### src/rtl/pelst_div.sv
// Restoring divider, one quotient bit per cycle.
// No dependencies; divisor must be nonzero.
`timescale 1ns / 1ps

module pelst_div #(
  parameter int DW = 48,
  parameter int VW = 32
) (
  input  logic          clk,
  input  logic          rst,
  input  logic          go,
  input  logic [DW-1:0] dividend,
  input  logic [VW-1:0] divisor,
  output logic          busy,
  output logic          done,
  output logic [DW-1:0] quotient
);

  localparam int CW = $clog2(DW + 1);

  logic [VW-1:0] rem;
  logic [DW-1:0] quo;
  logic [VW-1:0] dvs;
  logic [CW-1:0] steps;
  logic [VW:0]   rem_sh;
  logic          ge;
  logic [VW-1:0] rem_next;

  assign rem_sh   = {rem, quo[DW-1]};
  assign ge       = rem_sh >= {1'b0, dvs};
  assign rem_next = ge ? VW'(rem_sh - {1'b0, dvs}) : VW'(rem_sh);
  assign quotient = quo;

  always_ff @(posedge clk) begin
    if (rst) begin
      busy  <= 1'b0;
      done  <= 1'b0;
      steps <= '0;
    end else begin
      done <= 1'b0;
      if (go) begin
        busy  <= 1'b1;
        steps <= CW'(DW);
      end else if (busy) begin
        steps <= steps - CW'(1);
        if (steps == CW'(1)) begin
          busy <= 1'b0;
          done <= 1'b1;
        end
      end
    end
  end

  always_ff @(posedge clk) begin
    if (go) begin
      rem <= '0;
      quo <= dividend;
      dvs <= divisor;
    end else if (busy) begin
      rem <= rem_next;
      quo <= {quo[DW-2:0], ge};
    end
  end

endmodule

### config.mk
export PLATFORM = sky130hd
export DESIGN_NAME = pelst_div
export DESIGN_NICKNAME = d
export VERILOG_FILES = /design/src/rtl/pelst_div.sv
export SDC_FILE = /design/constraint.sdc
export NUM_CORES = 1
export LEC_CHECK = 0
export CORE_MARGIN = 2
export CORE_UTILIZATION = 30
export DETAILED_ROUTE_END_ITERATION = 12
export DONT_BUFFER_PORTS = 1
export PLACE_DENSITY_LB_ADDON = 0.1
export SLEW_MARGIN = 10
export SYNTH_ARGS = -nofsm -noshare
export SYNTH_HDL_FRONTEND = slang
export SYNTH_SLANG_ARGS = --single-unit
### constraint.sdc
create_clock -name clk -period 4.1 [get_ports clk]
set_clock_uncertainty 0.05 [all_clocks]
set_input_delay 0.205 -clock clk [delete_from_list [all_inputs] [get_ports clk]]
set_output_delay 0.205 -clock clk [all_outputs]
set_load 0.01 [all_outputs]
# Word level (Yosys, flattened, before mapping)
# Cells that the tools add are included.
[word_totals]
regBits = 120
inputBits = 83
out_inout_bits = 50
wordCells = 24
[classes]
add_sub_neg = 2
n_lt_le_gt_ge = 1
eq_ne = 1
mux = 9
bitwise = 1
n_reduce_logical = 3
[op_table]
columns = ["cell", "n"]
rows = [
  ["$mux W48", 2],
  ["$ge A33 B32 Y1", 1],
  ["$mux W32", 1],
  ["$sub A32 B32 Y32", 1],
  ["$mux W6", 2],
  ["$eq A6 B1 Y1 const B", 1],
  ["$sub A6 B1 Y6 const B", 1],
  ["$mux W1", 4],
  ["$reduce_or A3 Y1", 1],
  ["$reduce_bool A2 Y1", 1],
  ["$reduce_or A2 Y1", 1],
  ["$not A1 Y1", 1],
]

# Logic depth before layout (Yosys ltp)
[logic_depth]
word_depth = 4
depth_mapped = 14
depth_no_buf = 11

# Worst setup path before layout
# OpenSTA, ideal clock, no wires.
[synth_timing]
kind = "register to register"
start = "register quo[47] (netlist: quotient[47])"
end = "register rem[22]"
setup_ns = 0.088
t_arrival_ns = 2.756
t_required_ns = 3.962
path_slack_ns = 1.206
path_stages_with_launch = 12
path_cell_list = "edfxtp_1 inv_1 ha_1 fa_1 nor2b_1 o2111ai_1 a2111o_1 a31o_2 a21oi_1 nor3_1 or3b_1 a311oi_2"
[synth_via]
elab_chain_cells = 2
[synth_lines]
columns = ["element", "line_no", "text"]
rows = [
  ["start: declaration", "22", "logic [DW-1:0] quo;"],
  ["start signal: assignment", "57", "quo <= dividend;"],
  ["start signal: assignment", "61", "quo <= {quo[DW-2:0], ge};"],
  ["$sub A32 B32 Y32 or $ge A33 B32 Y1 (tied branches)", "31, 30", ""],
  ["$mux W32 (*)", "31", "assign rem_next = ge ? VW'(rem_sh - {1'b0, dvs}) : VW'(rem_sh);"],
  ["end signal: assignment", "60", "rem <= rem_next;"],
  ["end: declaration", "21", "logic [VW-1:0] rem;"],
]
# Every way passes the cells marked *; elsewhere a longest branch is shown, timed or not.
# A chain may end at the register's enable or synchronous reset.

# Final worst setup path
# Same ends and word-level chain as after synthesis.

==> results.toml <==
[critical_path]
crit_type = "reg -> reg"
crit_required_ns = 4.38
crit_chain = "inv_1 > ha_1 > fa_1 > nor2b_1 > o2111ai_1 > a2111o_1 > a31o_2 > a21oi_1 > nor3_1 > or3b_1 > a311oi_2"
start_kind = "register"
cp_slowest_cell = "edfxtp_1"
path_delay_family = "compound AO/OA/AOI/OAI gates"
crit_path_max_fanout = 4
path_buf_inv = 1
slowest_delay_ns = 0.46
arrival_ns = 3.57
end_kind = "register"

[sta]
relSlewSlack = 0.240
hold_viol = 0
grt_setup_unrepaired = "no"
fin_setup_tns_ns = 0
min_period_over_period = 0.802
max_clock_freq_ghz = 0.304
setup_viol = 0
fin_hold_ws_ns = 0.210
post-route-min-period_ns = 3.29
worstMarginPinSlew_ns = 1.14
drv_slew = 0

[clock_tree]
cts_tree = "done"
clk_latency_ns = 0.42
numCtsBuffers = 17
cts_htree_levels = 4
cts.sinks = 120
cts_setup_buffers = 0
root_buffer = "clkbuf_16"
clk_pin_slew_ns = 0.07
cts_buffer_depth = 2

[synthesis]
syn-num-nets = 781
async_flop_share = 0
ys_types = 57
synth.top_cell.area_share = 0.355
synth.area.top_cells = "edfxtp_1 (36%), dfxtp_1 (12%), mux2_2 (7.8%), ha_1 (6.3%), nand2_1 (3.8%)"
synthCells = 663
ys_warn_count = 0
synth_area_leader_cell = "edfxtp_1"
yosysSeqAreaShare = 0.474
ys_ff_latch = 120
synth_edf_count = 80
avgSynthCellArea_sq_um = 10.2
syn-cell-area_sq_um = 6760
synthFlopType = "edfxtp_1"

[grt]
grt_antenna_before_repair = 1
first_global_vias = 5492
grt_overflow = 0
grt_start_max_net_pins = 112
grt_usage = 0.152
grt_pass1_wl_um = 28700

[floorplanning]
die_h_um = 154
dieWidth_um = 154
fp-row-count = 54
core_area_sq_um = 22000
io_pins = 133
die_area_sq_um = 23700
initial_utilization = 0.308

[route]
drcViolationCount = 0
detail_route.wl_per_cell_um = 16.9
drt_iter0_markers = 295
drt-vias-per-instance = 5.08
dr_total_vias = 5192
antenna_left = 0
dr.pass1.iters = 4
routed_wl_um = 17300

[worst_hold_path]
hold_path_class = "in -> reg"

[pwr]
ir_drop_mv = 0.192
clkPwrFrac = 0.398
p_switching_mw = 1.22
p_leak_nw = 3.33
p_int_mw = 2.57
switching_share = 0.322
seqPwrFrac = 0.402
finalPower_mw = 3.79
combPwrFrac = 0.200
pwr_density_cell_nw_per_um2 = 452

[placed_design]
place_hpwl_um = 11300
portBuffers = 0
gp_congestion = 0.818

[layout]
fin_util = 0.382
syn_to_final_growth_pct = 24.2
fin_nets = 847
insertedDiodeCount = 0
drive_gt1_frac = 0.128

[outcome]
status = "completed"

[run]
cap_violations = 0
[sequential cells by signal, summed over array words and instances, names as in the netlist]
name and cells:
quotient 48, busy 1, done 1, steps 6, dvs 32, rem 32
[cells in the mapped netlist (8+ instances only)]
cell type,n
inv_1,51
nand4_1,16
nor3_1,8
xor2_1,10
ha_1,34
a21oi_1,47
dfxtp_1,40
nand2_1,68
nor2_1,50
edfxtp_1,80
mux2_2,47
xnor2_1,15
clkbuf_1,17
a311oi_1,22
o21ai_0,22
nand3_1,16
buf_2,12
a21o_1,16
[timing repair]
item | CTS | global route
hold buffers | 84 | 0
hold endpoints to repair | 151 | 0
resized for setup | 0 | 0
setup endpoints to repair | 0 | 0
[power groups by stage]
stage | Sequential (mW) | Combinational, mW | Clock, mW
floorplan | 1.52 | 0.565 | 0
global placement | 1.55 | 0.675 | 0
detailed placement | 1.55 | 0.671 | 0
CTS | 1.53 | 0.767 | 1.57
global route | 1.54 | 0.855 | 1.62
finish | 1.52 | 0.760 | 1.51
[area by class of cell]
type / instances / area [sq um]
Fill cell: 2148 / 13600
Sequential cell: 120 / 3200
Multi-Input combinational cell: 452 / 3160
Timing Repair Buffer: 87 / 881
Clock buffer: 17 / 425
Tap cell: 280 / 350
Inverter: 51 / 191
Clock inverter: 15 / 179
[cell families (layout without fill, tap and decap cells)]
logic type,after synthesis,count (layout),share of synthesized area
adder cells (fa/ha/maj),35,35,0.0659
buffers and inverters,91,170,0.0585
multiplexers,49,49,0.0813
flip-flops,120,120,0.474
AO/OA/AOI/OAI,156,156,0.160
XOR/XNOR,25,25,0.0324
AND/OR/NAND/NOR,187,187,0.128
[routing by layer]
| layer | up-vias | part of all wire | global-route usage | wire length [um] |
|---|---|---|---|---|
| met3 | 20 | 0.048 | 0.0409 | 837 |
| met4 | 2 | 0.016 | 0.0481 | 281 |
| met2 | 112 | 0.48 | 0.258 | 8380 |
| met5 | - | 0.00075 | 0 | 13 |
| met1 | 2502 | 0.45 | 0.189 | 7810 |
| li1 | 2556 | - | - | - |
[per-stage QoR]
step	cell area (sq um)	std cells	setup WS [ns]
6_report	8390	1022	0.810
5_1_grt	8390	1022	0.657
4_1_cts	8390	1022	0.844
3_5_place_dp	6930	906	0.870
3_3_place_gp	6930	906	0.909
2_1_floorplan	6760	663	1.21
[worst paths after layout]
kind | startpoint | end | slack, ns | cells past startpoint
setup reg to reg | quotient[47] | rem[22] | 0.81 | 11
hold reg to reg | rem[11] | rem[12] | 0.45 | 2
hold / removal | go | rem[20] | 0.21 | 2
setup / recovery | quotient[47] | rem[22] | 0.81 | 11
[cell usage in the layout (no fill, tap or decap), types with 6 or more instances in the layout]
master,instances
nor2_1,50
mux2_2,47
or3_1,6
nor4_1,6
ha_1,34
a311oi_1,22
xor2_1,10
edfxtp_1,80
clkbuf_16,17
a21o_1,16
dfxtp_1,39
inv_1,51
nand2_1,67
o21a_1,6
nand3_1,16
a21oi_1,47
xnor2_1,15
dlygate4sd3_1,83
nor3_1,8
o21ai_0,22
nand4_1,16
Power figures use the tool's default switching activity.
