**src/rtl/pelst_ram.sv**
```systemverilog
// Generic single-port-write, single-port-read RAM with registered read data.
// No dependencies.
`timescale 1ns / 1ps

module pelst_ram #(
  parameter int WIDTH = 8,
  parameter int DEPTH = 64,
  parameter int AW    = $clog2(DEPTH)
) (
  input  logic             clk,
  input  logic             we,
  input  logic [AW-1:0]    waddr,
  input  logic [WIDTH-1:0] wdata,
  input  logic             re,
  input  logic [AW-1:0]    raddr,
  output logic [WIDTH-1:0] rdata
);

  logic [WIDTH-1:0] mem [DEPTH];

  always_ff @(posedge clk) begin
    if (we) begin
      mem[waddr] <= wdata;
    end
    if (re) begin
      rdata <= mem[raddr];
    end
  end

endmodule

```
**config.mk**
```make
export PLATFORM = sky130hd
export DESIGN_NAME = pelst_ram
export DESIGN_NICKNAME = d
export VERILOG_FILES = /design/src/rtl/pelst_ram.sv
export SDC_FILE = /design/constraint.sdc
export NUM_CORES = 1
export LEC_CHECK = 0
export ABC_AREA = 1
export BUFFER_PORTS_ARGS = -buffer_cell sky130_fd_sc_hd__buf_2
export CAP_MARGIN = 20
export CORE_ASPECT_RATIO = 1.2
export CORE_UTILIZATION = 50
export CTS_CLUSTER_DIAMETER = 120
export DETAILED_ROUTE_END_ITERATION = 7
export GPL_TIMING_DRIVEN = 1
export PLACE_DENSITY = 0.68
export SETUP_SLACK_MARGIN = 0.02
export SYNTH_ARGS = -nofsm -noshare
export SYNTH_HDL_FRONTEND = slang
export SYNTH_SLANG_ARGS = --single-unit
```
**constraint.sdc**
```tcl
create_clock -name clk -period 3.1 [get_ports clk]
set_input_delay 0.62 -clock clk [delete_from_list [all_inputs] [get_ports clk]]
set_output_delay 0.62 -clock clk [all_outputs]
set_load 0.005 [all_outputs]
```
== Word level (Yosys, flattened, before mapping) ==
Memory sizes are Yosys's and may differ from the RTL's. A register that Yosys moved wholly into a read port is not among the register bits.
Index checks and enable logic that the tools add are counted.

* Flip-flop bits (word level): 0
* RAM bits: 512
* Output and inout bits: 8
* Memories: 1

* Muxes and demuxes: 2

{| class="wikitable"
|+ Memories
! name !! depth !! bits a word !! rd ports !! clocked after memory_dff !! write ports !! RTL line !! text
|-
| mem || 64 || 8 || 1 || 1 || 1 || 19 || <nowiki>logic [WIDTH-1:0] mem [DEPTH];</nowiki>
|}

{| class="wikitable"
|+ Operators by type and width
! kind !! number
|-
| $mux W1 || 2
|}

== Longest topological paths before layout ==
Gate-level depths: netlist (run 1).

* Depth in word-level cells: 2
* Depth in mapped cells: 12
* Depth with buffers taken out: 9

== Worst setup path before layout (run 1) ==
Ideal clock, no wire load.

* Kind: input port to flip-flop
* Start: in we
* End: mem mem[48][0], enable pin
* Library setup time: 0.395 ns
* Arrival: 1.991 ns
* Data required time: 2.705 ns
* Setup slack: 0.714 ns
* Stages: 3
* Path buffers: 1
* Path through: clkbuf_1 -> nand4_1 -> nor4_1

* Cells in the longest elaborated chain, start to end: 2

{| class="wikitable"
|+ Ends and longest elaborated chain
! what !! RTL line !! text
|-
| start, declared || 11 || <nowiki>input logic we,</nowiki>
|-
| $mux W1 || 22 || <nowiki>if (we) begin</nowiki>
|-
| $mux W1 (implied by the code) || 23 || <nowiki>mem[waddr] <= wdata;</nowiki>
|-
| end, declared || 19 ||
|}

Every way passes these cells.

== Worst setup path in the final report (run 1) ==
* Start: in we
* End: mem mem[47][6], enable pin

Same word-level chain as after synthesis.

==> run_results.csv, run 1 <==
group,metric,value,unit
outcome,status,"finished clean",
drt,drc,0,
clock_tree,cts_max_level,2,
synth,ys_warn_count,0,
timing,worst_slew_pin_slew,0.953,ns
synth,postSynthCellCount,1805,
placement,routabilityCongestion,0.860,
clock_tree,holdBufCountCts,0,
power,comb_power_share,6.5,%
synth,syn_nets,1828,
power,p_leak,8.41,nW
timing,final-setup-viol-count,0,
clock_tree,tritoncts,"done",
clock_tree,ctsResizeCount,0,
setup_path,r2r_end,"rdata[7]",
grt,grt_pass1_wl,80200,um
layout,final_common_cell,"nand2_1",
synth,ys_seq_area_share,72.9,%
die,dieWidth,191,um
drt,drtAntennaViolNets,0,
timing,hold_violations,0,
drt,wl_per_cell,21.9,um
grt,grt_max_degree,94,
clock_tree,clkLatencyLatePin,0.57,ns
placement,portBuffers,30,
drt,vias,13900,
grt,antenna_found_initial,3,
synth,synth_area_leaders,"edfxtp_1, nand2_1, nand3_1, buf_6, nor2_1",
clock_tree,clkSinkCount,520,
layout,fin_util,55.8,%
setup_path,crit_required,3.28,ns
die,dieArea,43700,sq um
setup_path,r2r-start,"mem[11][7]",
drt,vias_per_cell,5.77,
synth,synth_xor_area_share,0,%
synth,ys_ff_latch,520,
drt,drt-initial-drc-count,1521,
power,p_sw_share,22.4,%
synth,synth_top_family_by_area,"simple AND/OR/NAND/NOR gates",
hold_path,hp-class,"in -> reg",
die,coreArea,42000,sq um
hold_path,hold_depth,1,
layout,fin_nets,1855,
setup_path,arrival,2.62,ns
setup_path,path_max_fanout,9,
hold_path,hold_end,"rdata[2]",
clock_tree,clock_path_buffers,3,
synth,synth.distinct_cells,15,
setup_path,crit_start,"we",
power,power_switching,3.14,mW
power,powerDensity,598,nW/um^2
synth,syn_avg_cell_area,11.9,sq um
die,initial_core_util,51.0,%
flow_run,drv_cap,0,
timing,max_slew_margin,36.2,%
clock_tree,cts_buffers,47,
setup_path,path_class,"in -> reg",
grt,grtUsageTotal,24.5,%
setup_path,r2r_cells,8,
die,die_height,229,um
synth,synth_fa_ha_area_share,0,%
die,rows,82,
layout,syn_to_final_growth,9.36,%
drt,drt_first_pass_iters,6,
timing,setup-tns-final,0,ns
synth,synth_top_cell_by_area,"edfxtp_1",
grt,grt_remaining_overflow,0,
layout,n_fill_cell,3371,
setup_path,reg2reg_slack,1.69,ns
clock_tree,cts_setup_buffers,0,
power,seqPwrFrac,55.8,%
layout,antenna-diode-count,0,
grt,grt_pass1_vias,13200,
power,vdd_drop_max,0.000363,V
timing,maxSlewViolCount,0,
layout,drive_above_1_share,7.93,%
timing,rsz0062_at_grt,"no",
drt,drt_wl_total,52800,um
synth,yosys.area.top_type_share,72.9,%
clock_tree,clock-root-buffer,"clkbuf_16",
power,clockPowerShare,37.7,%
power,total_power,14.0,mW
synth,yosys.area_share.simple,23.1,%
synth,yosys-mux-area-fraction,0,%
synth,synth-compound-area-share,0,%
timing,period_minus_slack,2.44,ns
timing,fmax,409,MHz
placement,dp_hpwl,31500,um
power,intPower,10.9,mW
timing,finalCritPeriodShare,78.8,%
hold_path,worstHoldStart,"re",
synth,synth_area,21400,sq um
timing,clock_skew,0.0232,ns
clock_tree,clk_pin_slew,0.07,ns
die,pin_count,31,
layout,final_cell_mix,"nand2_1, edfxtp_1, nand3_1, nor2_1, buf_4",
setup_path,worstSetupEndpointType,"flip-flop",
setup_path,startpoint_type,"primary input",
[power by group through the flow]
stage          clock (mW)  sequential [mW]  combinational [mW]
2_1_floorplan           0             7.96               0.547
3_3_place_gp            0             7.97               0.904
3_5_place_dp            0             7.97               0.916
4_1_cts              5.31             7.82               0.919
5_1_grt              5.57             7.82                1.00
6_report             5.28             7.82               0.918
[cell type report]
class	count	area, sq um	share of cell area (%)
inverter	12	52.6	0.224
tap	546	683	2.92
sequential	520	15600	66.7
timing repair buffer	91	779	3.33
multi-input combinational	1160	4950	21.1
clock buffer	56	1210	5.17
clock inverter	27	139	0.593
[sequential cells by signal (all words and copies together) (netlist names)]
name and count:
mem 512, rdata 8
[cell families (layout without fill, tap and decap cells)]
group | count (synthesis) | after routing
simple gates | 1160 | 1160
flops | 520 | 520
buf+inv | 125 | 186
[how the worst max path moves through the flow]
stage            endpoint  slack (ns)
6_report       mem[47][6]        0.66
5_1_grt        mem[47][6]        0.69
4_1_cts        mem[47][6]        0.79
3_5_place_dp   mem[47][6]        0.21
3_3_place_gp   mem[47][1]        0.21
2_1_floorplan  mem[48][0]        0.71
[per-layer routing]
layer,wire length [um],track usage [%]
met5,45,0
met4,1860,9.35
met3,3830,4.01
met2,25700,39.5
met1,21400,33.4
[synth_stat cells, drive strengths merged]
cell type,instances
nand3,439
clkbuf,15
buf,98
edfxtp,520
nand4,9
inv,12
nor4,8
nand2,648
nor2,56
[critical path: stages]
cell and delay (ns):
buf_2 0.22, nand4_1 0.79, nor2_1 0.99
[stage by stage]
stage / hold slack [ns] / std cells / setup WS, ns / cell area (sq um)
after global placement: 0.871 / 2329 / 0.206 / 22100
after global routing: 0.399 / 2412 / 0.691 / 23400
after floorplan: 0.719 / 1805 / 0.714 / 21400
after CTS: 0.395 / 2412 / 0.791 / 23400
final: 0.414 / 2412 / 0.657 / 23400
after detailed placement: 0.868 / 2329 / 0.210 / 22100
(Power assumes the default switching activity.)
==> run 2: changes to the inputs <==
Settings changed: PLACE_DENSITY 0.68 to 0.7.
Clock period 3.1 ns to 2.2 ns, I/O delays scaled along.
==> run_results.csv, run 2 (same netlist as run 1, synthesis figures left out) <==
group,metric,value,unit
outcome,status,"finished clean",
grt,grt-busiest-layer,"met2",
layout,syn_to_final_growth,12.6,%
drt,vias_per_cell,5.71,
setup_path,slowest_delay,0.47,ns
timing,hold_violations,0,
power,total_power,20.3,mW
placement,dp_hpwl,30200,um
timing,fmax,602,MHz
timing,period_minus_slack,1.66,ns
layout,final_cell_mix,"nand2_1, edfxtp_1, nand3_1, buf_4, nor2_1",
drt,drtAntennaViolNets,0,
clock_tree,clock-root-buffer,"clkbuf_16",
layout,n_fill_cell,3321,
timing,rsz0062_at_grt,"no",
clock_tree,holdBufCountCts,0,
layout,fin_nets,1914,
grt,antenna_found_initial,4,
grt,use_met1,31.5,%
timing,setup_slack,0.539,ns
drt,drt_first_pass_iters,5,
grt,grt_max_degree,65,
hold_path,hp-class,"in -> reg",
die,dieWidth,191,um
grt,grt_use_met3,3.55,%
die,die_height,229,um
timing,finalCritPeriodShare,75.5,%
clock_tree,clkSinkCount,520,
layout,final_common_cell,"nand2_1",
setup_path,worstSetupEndpointType,"output pin",
layout,largest-register,"mem",
clock_tree,tritoncts,"done",
setup_path,path_class,"reg -> out",
layout,fin_cells,2478,
clock_tree,clock_path_buffers,3,
clock_tree,ctsResizeCount,0,
clock_tree,clk_pin_slew,0.07,ns
setup_path,cp_cell_sequence,"buf_2",
placement,dp.cells,2387,
setup_path,cpMaxStageDelayCell,"edfxtp_1",
drt,drt-initial-drc-count,1304,
placement,preCtsSetupSlack,0.134,ns
setup_path,cpLargestDelayFamily,"flip-flops",
die,coreArea,42000,sq um
setup_path,reg2reg_slack,0.73,ns
setup_path,path_buf_inv,1,
setup_path,startpoint_type,"flip-flop",
grt,grt_pass1_vias,14200,
die,dieArea,43700,sq um
setup_path,crit_required,1.76,ns
layout,top_regs,"mem x512, rdata x8",
flow_run,drv_cap,0,
clock_tree,cts_setup_buffers,0,
clock_tree,clkLatencyLatePin,0.58,ns
grt,grtUsageMet2,39.4,%
drt,vias,14100,
timing,worst_slew_pin_slew,0.772,ns
setup_path,arrival,1.22,ns
timing,final-setup-viol-count,0,
die,pin_count,31,
drt,drc,0,
die,rows,82,
drt,wl_per_cell,20.6,um
clock_tree,cts_buffers,48,
power,vdd_drop_max,0.000557,V
power,p_leak,8.84,nW
drt,drt_wl_total,50900,um
grt,grt_remaining_overflow,0,
die,initial_core_util,51.0,%
clock_tree,cts_max_level,2,
layout,largest_reg_flops,512,
timing,clock_skew,0.0228,ns
timing,max_slew_margin,48.5,%
grt,grtUsageTotal,23.9,%
power,powerDensity,841,nW/um^2
placement,portBuffers,30,
timing,maxSlewViolCount,0,
placement,routabilityCongestion,0.867,
layout,drive_above_1_share,11.5,%
grt,grt_pass1_wl,79300,um
setup_path,path_max_fanout,1,
[run 2: cell count changes in the layout (fill, tap and decap cells not counted), sizes merged]
cell      previous run  this run
buf                 91       149
bufinv               1         3
clkbuf              56        54
clkinv              25        28
clkinvlp             0         1
diode                0         2
inv                 13        15
[run 2: area by class of cell]
type	instances	area, sq um	share of cell area (%)
sequential	520	15600	64.7
multi-input combinational	1160	4950	20.5
timing repair buffer	149	1330	5.50
clock buffer	54	1240	5.16
tap	546	683	2.83
clock inverter	35	250	1.04
inverter	12	52.6	0.218
antenna	2	5.00	0.0207
[run 2: metal layers]
layer  share of wire [%]  routed length, um
met1                  40              20400
met2                  49              24800
met3                 7.3               3690
met4                 4.0               2010
met5               0.082                 42
[run 2: path summary, 6_finish.rpt]
kind | start | cells past startpoint | end
worst min register to register | mem[42][5] | 8 | rdata[5]
worst max-delay path | rdata[4] | 1 | rdata[4]
worst min-delay path | wdata[6] | 1 | mem[28][6]
worst max register to register | mem[35][2] | 8 | rdata[2]
[run 2: per-stage QoR]
step           util (%)  cell area [sq um]  hold slack [ns]  setup TNS, ns
4_1_cts            57.5              24100            0.101              0
3_3_place_gp       53.9              22600            0.693              0
2_1_floorplan         -              21400            0.539         -0.391
6_report           57.5              24100            0.118              0
3_5_place_dp       53.9              22600            0.691              0
5_1_grt            57.5              24100            0.107              0
[run 2: where the power goes]
group | internal [mW] | switching [mW] | leakage (nW)
Combinational | 0.373 | 0.943 | 3.41
Sequential | 11.0 | 0.0288 | 4.69
Clock | 4.43 | 3.53 | 0.743
